[src/rtl/sgdw_pkg.sv]
// Shared types and constants for the averaged SGD weight updater.
// No dependencies; the controller, datapath, top level and testbench refer to it by scoped names.
package sgdw_pkg;

  // Configuration port geometry.
  localparam int unsigned CFG_IDX_W  = 3;
  localparam int unsigned CFG_DATA_W = 32;

  // Configuration register indexes.
  typedef enum logic [CFG_IDX_W-1:0] {
    CFG_RATE_ALPHA    = 3'd0,
    CFG_RATE_OFFSET   = 3'd1,
    CFG_CONSTANT_RATE = 3'd2,
    CFG_NUM_WEIGHTS   = 3'd3,
    CFG_NUM_SAMPLES   = 3'd4,
    CFG_MAX_EPOCHS    = 3'd5
  } cfg_idx_t;

  // Field and counter widths.
  localparam int unsigned RATE_W   = 32;
  localparam int unsigned NW_W     = 11;
  localparam int unsigned NS_W     = 16;
  localparam int unsigned EPOCH_W  = 10;
  localparam int unsigned ITER_W   = 32;
  localparam int unsigned ETA_W    = 17;
  localparam int unsigned FRAC_W   = 16;
  // Width of s = t*2^16 + t0 and of the 2^48 dividend.
  localparam int unsigned ETA_DIV_W = 49;
  localparam int unsigned ETA_NUM_SHIFT = 48;

  // Step size of one, in Q1.16.
  localparam logic [ETA_W-1:0] ETA_ONE = 17'h10000;

  // Reset values of the configuration registers.
  localparam logic [NW_W-1:0]    NW_RESET    = 11'd1024;
  localparam logic [NS_W-1:0]    NS_RESET    = 16'd1;
  localparam logic [EPOCH_W-1:0] EPOCH_RESET = 10'd50;
  localparam logic [EPOCH_W-1:0] EPOCH_MAX   = 10'd1023;

  // Commands from the controller to the datapath.
  typedef struct packed {
    logic capture;    // take the input item
    logic clr_step;   // write one zero entry of the average store
    logic rd;         // read both stores at the item index
    logic begin_item; // latch read data, do a load, advance t
    logic eta_one;    // set step size to one
    logic div1_go;    // start 2^48 / alpha
    logic div2_go;    // start quotient / s
    logic eta_set;    // take the clamped quotient as step size
    logic mul;        // register eta * gradient
    logic upd;        // write the updated weight
    logic avg_go;     // start |w| / num_samples
    logic avg_wr;     // write the updated average
    logic finish;     // advance the sample and epoch counts
    logic out_load;   // put the result into the output register
  } cmd_t;

  // Status from the datapath to the controller.
  typedef struct packed {
    logic clr_last;    // clearing pass at its last entry
    logic update;      // item is a gradient that applies
    logic idx_zero;    // item starts a sample
    logic eta_special; // alpha or s is zero
    logic averaging;   // last epoch is running
    logic div_done;    // divider finished this cycle
    logic out_free;    // output register can take a result
  } status_t;

endpackage

[src/rtl/sgdw_ctrl.sv]
// Sequencer of the SGD weight updater: clearing pass, then one item at a time.
// Depends on sgdw_pkg for the command and status structs.
module sgdw_ctrl (
  input  logic             clk,
  input  logic             rst,
  input  logic             in_valid,
  output logic             in_ready,
  input  sgdw_pkg::status_t st,
  output sgdw_pkg::cmd_t    cmd
);

  typedef enum logic [3:0] {
    S_CLEAR, S_IDLE, S_READ, S_DECIDE, S_ETA0, S_ETA_A, S_ETA_B,
    S_MUL, S_UPD, S_AVG_GO, S_AVG, S_WRAP, S_HOLD
  } state_t;

  state_t state, state_next;

  assign in_ready = (state == S_IDLE);

  // Commands and next state.
  always_comb begin
    cmd        = '0;
    state_next = state;
    unique case (state)
      S_CLEAR: begin
        cmd.clr_step = 1'b1;
        if (st.clr_last) state_next = S_IDLE;
      end
      S_IDLE: begin
        if (in_valid) begin
          cmd.capture = 1'b1;
          state_next  = S_READ;
        end
      end
      S_READ: begin
        cmd.rd     = 1'b1;
        state_next = S_DECIDE;
      end
      S_DECIDE: begin
        cmd.begin_item = 1'b1;
        if (st.update && st.idx_zero) state_next = S_ETA0;
        else if (st.update)           state_next = S_MUL;
        else                          state_next = S_WRAP;
      end
      S_ETA0: begin
        if (st.eta_special) begin
          cmd.eta_one = 1'b1;
          state_next  = S_MUL;
        end else begin
          cmd.div1_go = 1'b1;
          state_next  = S_ETA_A;
        end
      end
      S_ETA_A: begin
        if (st.div_done) begin
          cmd.div2_go = 1'b1;
          state_next  = S_ETA_B;
        end
      end
      S_ETA_B: begin
        if (st.div_done) begin
          cmd.eta_set = 1'b1;
          state_next  = S_MUL;
        end
      end
      S_MUL: begin
        cmd.mul    = 1'b1;
        state_next = S_UPD;
      end
      S_UPD: begin
        cmd.upd    = 1'b1;
        state_next = st.averaging ? S_AVG_GO : S_WRAP;
      end
      S_AVG_GO: begin
        cmd.avg_go = 1'b1;
        state_next = S_AVG;
      end
      S_AVG: begin
        if (st.div_done) begin
          cmd.avg_wr = 1'b1;
          state_next = S_WRAP;
        end
      end
      S_WRAP: begin
        cmd.finish = 1'b1;
        state_next = S_HOLD;
      end
      S_HOLD: begin
        if (st.out_free) begin
          cmd.out_load = 1'b1;
          state_next   = S_IDLE;
        end
      end
      default: state_next = S_IDLE;
    endcase
  end

  // State register.
  always_ff @(posedge clk) begin
    if (rst) begin
      state <= S_CLEAR;
    end else begin
      state <= state_next;
    end
  end

endmodule

[config.mk]
export PLATFORM = sky130hd
export DESIGN_NAME = sgdw_ctrl
export DESIGN_NICKNAME = d
export VERILOG_FILES = /design/src/rtl/sgdw_pkg.sv /design/src/rtl/sgdw_ctrl.sv
export SDC_FILE = /design/constraint.sdc
export NUM_CORES = 1
export LEC_CHECK = 0
export BUFFER_PORTS_ARGS = -buffer_cell sky130_fd_sc_hd__buf_4
export CORE_AREA = 2 2 39 41
export DETAILED_ROUTE_END_ITERATION = 10
export DIE_AREA = 0 0 41 43
export GPL_ROUTABILITY_DRIVEN = 0
export PLACE_DENSITY = 0.74
export REMOVE_ABC_BUFFERS = 1
export SLEW_MARGIN = 10
export SYNTH_ARGS = -nofsm -noshare
export SYNTH_HDL_FRONTEND = slang
export SYNTH_SLANG_ARGS = --single-unit
[constraint.sdc]
create_clock -name clk -period 1.2 [get_ports clk]
set_input_delay 0.24 -clock clk [delete_from_list [all_inputs] [get_ports clk]]
set_output_delay 0.24 -clock clk [all_outputs]
set_load 0.1 [all_outputs]
==> summary.txt <==
Status
  • Outcome: finished with violations
  • Failing checks: setup timing

Finish
  • Largest regs: state: 4 flops
  • Area grow syn2layout: 149%
  • Nets@finish: 121
  • Final core occ: 81.4%
  • Layout cells sized above 1: between 70% and 80%
  • Antenna cells: 0
  • Biggest register: state
  • Max FFs per register: 4

Placed design
  • IO buf count: 24
  • HPWL after DPL: between 1 and 1.5 mm

Setup path
  • Arrival @ worst endpoint: 1.30 ns
  • CP max FO: 5
  • Crit Path Category: flip-flop to output port
  • CP Capture Type: output port
  • CP required: approximately 0.96 ns
  • Worst setup SP type: flip-flop

Die
  • Die Area: about 1800 µm²
  • Core box area: around 1400 µm²
  • Die H: between 40 and 50 µm
  • Starting Density: between 30 and 40%
  • Rows: 14
  • Die Wd: slightly above 40 µm
  • IO Pins: 25

Synthesis
  • Distinct cells, synth: 30
  • Register area share after synthesis: between 10% and 20%
  • Asr flop ratio synth: 0%
  • Synth top area cells: dfxtp_1 18%, nor2_1 10%, a21oi_1 6.6%
  • Mapped Avg Cell Area: a little under 7 µm²
  • Synth top area share: between 15 and 20%
  • Post-synth EDFFs: 0
  • Mapped cell area: 452 µm²
  • Syn. warnings: 0
  • Commonest cells in the netlist: 12 x nor2_1, 6 x a21oi_1, 6 x nor3_1
  • Top FF cell, synth: dfxtp_1
  • Count leader, synth: nor2_1
  • Post-synth top area cell: dfxtp_1
  • Mapped Cells: 67
  • Seq cells post-synth: 4

CTS
  • Skew-Pair Late Insertion Delay: around 0.24 ns
  • Clk sink count: 4
  • CTS clk-pin slew, worst paths: 0.04 ns
  • CTS buffer count: 3
  • CTS tree: yes
  • CTS max path bufs: 2
  • H-tree depth: 1
  • CTS Root Cell: clkbuf_4

Detailed routing
  • Routed WL: around 2.3 mm
  • DRT iter0 DRCs: 25
  • Via Count: ~730
  • Via density: 5.81
  • DRC viols: 0
  • DR WL/cell: 18.1 µm
  • DRT antenna net count: 0
  • DR pass1 iterations: 4

STA
  • Max-slew violations: 0
  • Final setup margin: -0.342 ns
  • Final period util: 128%
  • Final min period: 1.54 ns
  • RSZ-0062 raised after global routing: yes
  • Worst slew pin tran: between 0.3 and 0.4 ns
  • Slew margin rel.: 75.5%
  • Layout Skew: about 0.0064 ns
  • Fmax: between 600 and 700 MHz
  • Hold Vio Cnt, Final: 0
  • Final Setup Violations: 19

Global route
  • First-pass GRT wire length: between 3 and 4 mm
  • Grt ovf: 0
  • Initial antenna violation count: 0
  • Tot GR Track Use: between 20 and 30%
  • Pin count of the biggest net entering global routing: 11
  • Vias in the first global route: 661

Power
  • Internal power: approximately 0.00044 W
  • Worst vdd ir: 0.000541 V
  • Leak pwr: roughly 0.45 nW
  • Sw power: 0.000337 W
  • Combinational power share: ~58%
  • Register share of total power: between 10% and 20%
  • Clk pwr share: approximately 22%
  • Sw Ratio: roughly 43%
  • Tot Pwr: roughly 0.0008 W
  • P per Cell Area: ~690 nW/µm²

Flow run
  • MaxCap Viol Count: 0

Min path
  • Min-delay worst type: input pin to flip-flop
## kinds of logic after synthesis
group,synth area share [%]
flops,17.7
simple gates,36.3
buf+inv,8.86
compound gates,37.1
## layer usage
layer  wire [µm]  vias up  track usage, %
met5           0        -               0
met1         857      337            29.9
met4         119        0            13.3
met2        1180       46            40.9
li1            -      331               -
met3         100       12            3.66
## final cells by class
cell class,instances,area [µm²]
timing repair buffer,44,523
multi-input combinational,55,457
fill,79,258
sequential,4,92.6
clock buffer,3,22.5
tap,16,20.0
inverter,3,11.3
## through the flow
step / instances / setup TNS [ns] / hold WS [ns] / instance area, µm² / setup WS [ns]
2_1_floorplan: 62 / -20.31 / 0.306 / 423 / -1.99
3_3_place_gp: 118 / -2.56 / 0.433 / 743 / -0.206
3_5_place_dp: 118 / -3.39 / 0.450 / 743 / -0.264
4_1_cts: 123 / -4.92 / 0.188 / 1020 / -0.324
5_1_grt: 125 / -6.10 / 0.198 / 1130 / -0.385
6_report: 125 / -5.23 / 0.194 / 1130 / -0.342
## cell usage in the layout (no fill, tap or decap), drive strengths merged, types with 2 or more instances in the layout
master | netlist | routed
buf | 3 | 44
nor2 | 12 | 12
a21oi | 6 | 6
nor3 | 6 | 6
dfxtp | 4 | 4
nand2 | 4 | 4
o21ai | 3 | 3
a31oi | 3 | 3
clkbuf | 2 | 3
inv | 3 | 3
nand2b | 2 | 2
o22ai | 2 | 2
o211ai | 2 | 2
## worst max-delay path, stage by stage (launching register included)
cell,delay [ns]
dfxtp_2,0.35
or2b_4,0.33
nor3_4,0.18
buf_12,0.20
## worst paths after layout
path,from,endpoint,slack [ns],cells past startpoint
worst max-delay path,state[3],cmd[4],-0.34,3
worst min-delay path,rst,state[2],0.19,2
worst max register to register,state[0],state[2],-0.24,5
worst min register to register,state[2],state[3],0.62,2
## power groups by stage
stage / sequential [W] / combinational (W) / clock (W)
2_1_floorplan: 0.000162 / 0.000190 / 0
5_1_grt: 0.000153 / 0.000470 / 0.000188
3_5_place_dp: 0.000153 / 0.000319 / 0
4_1_cts: 0.000156 / 0.000402 / 0.000177
6_report: 0.000153 / 0.000453 / 0.000171
3_3_place_gp: 0.000153 / 0.000316 / 0
## timing repair
action                                  CTS  global route
setup buffers                             2             2
resized for setup                        63            23
hold buffers                              0             0
endpoints found under the setup margin   19            19
pin swaps                                11             5
(Power assumes the default switching activity.)
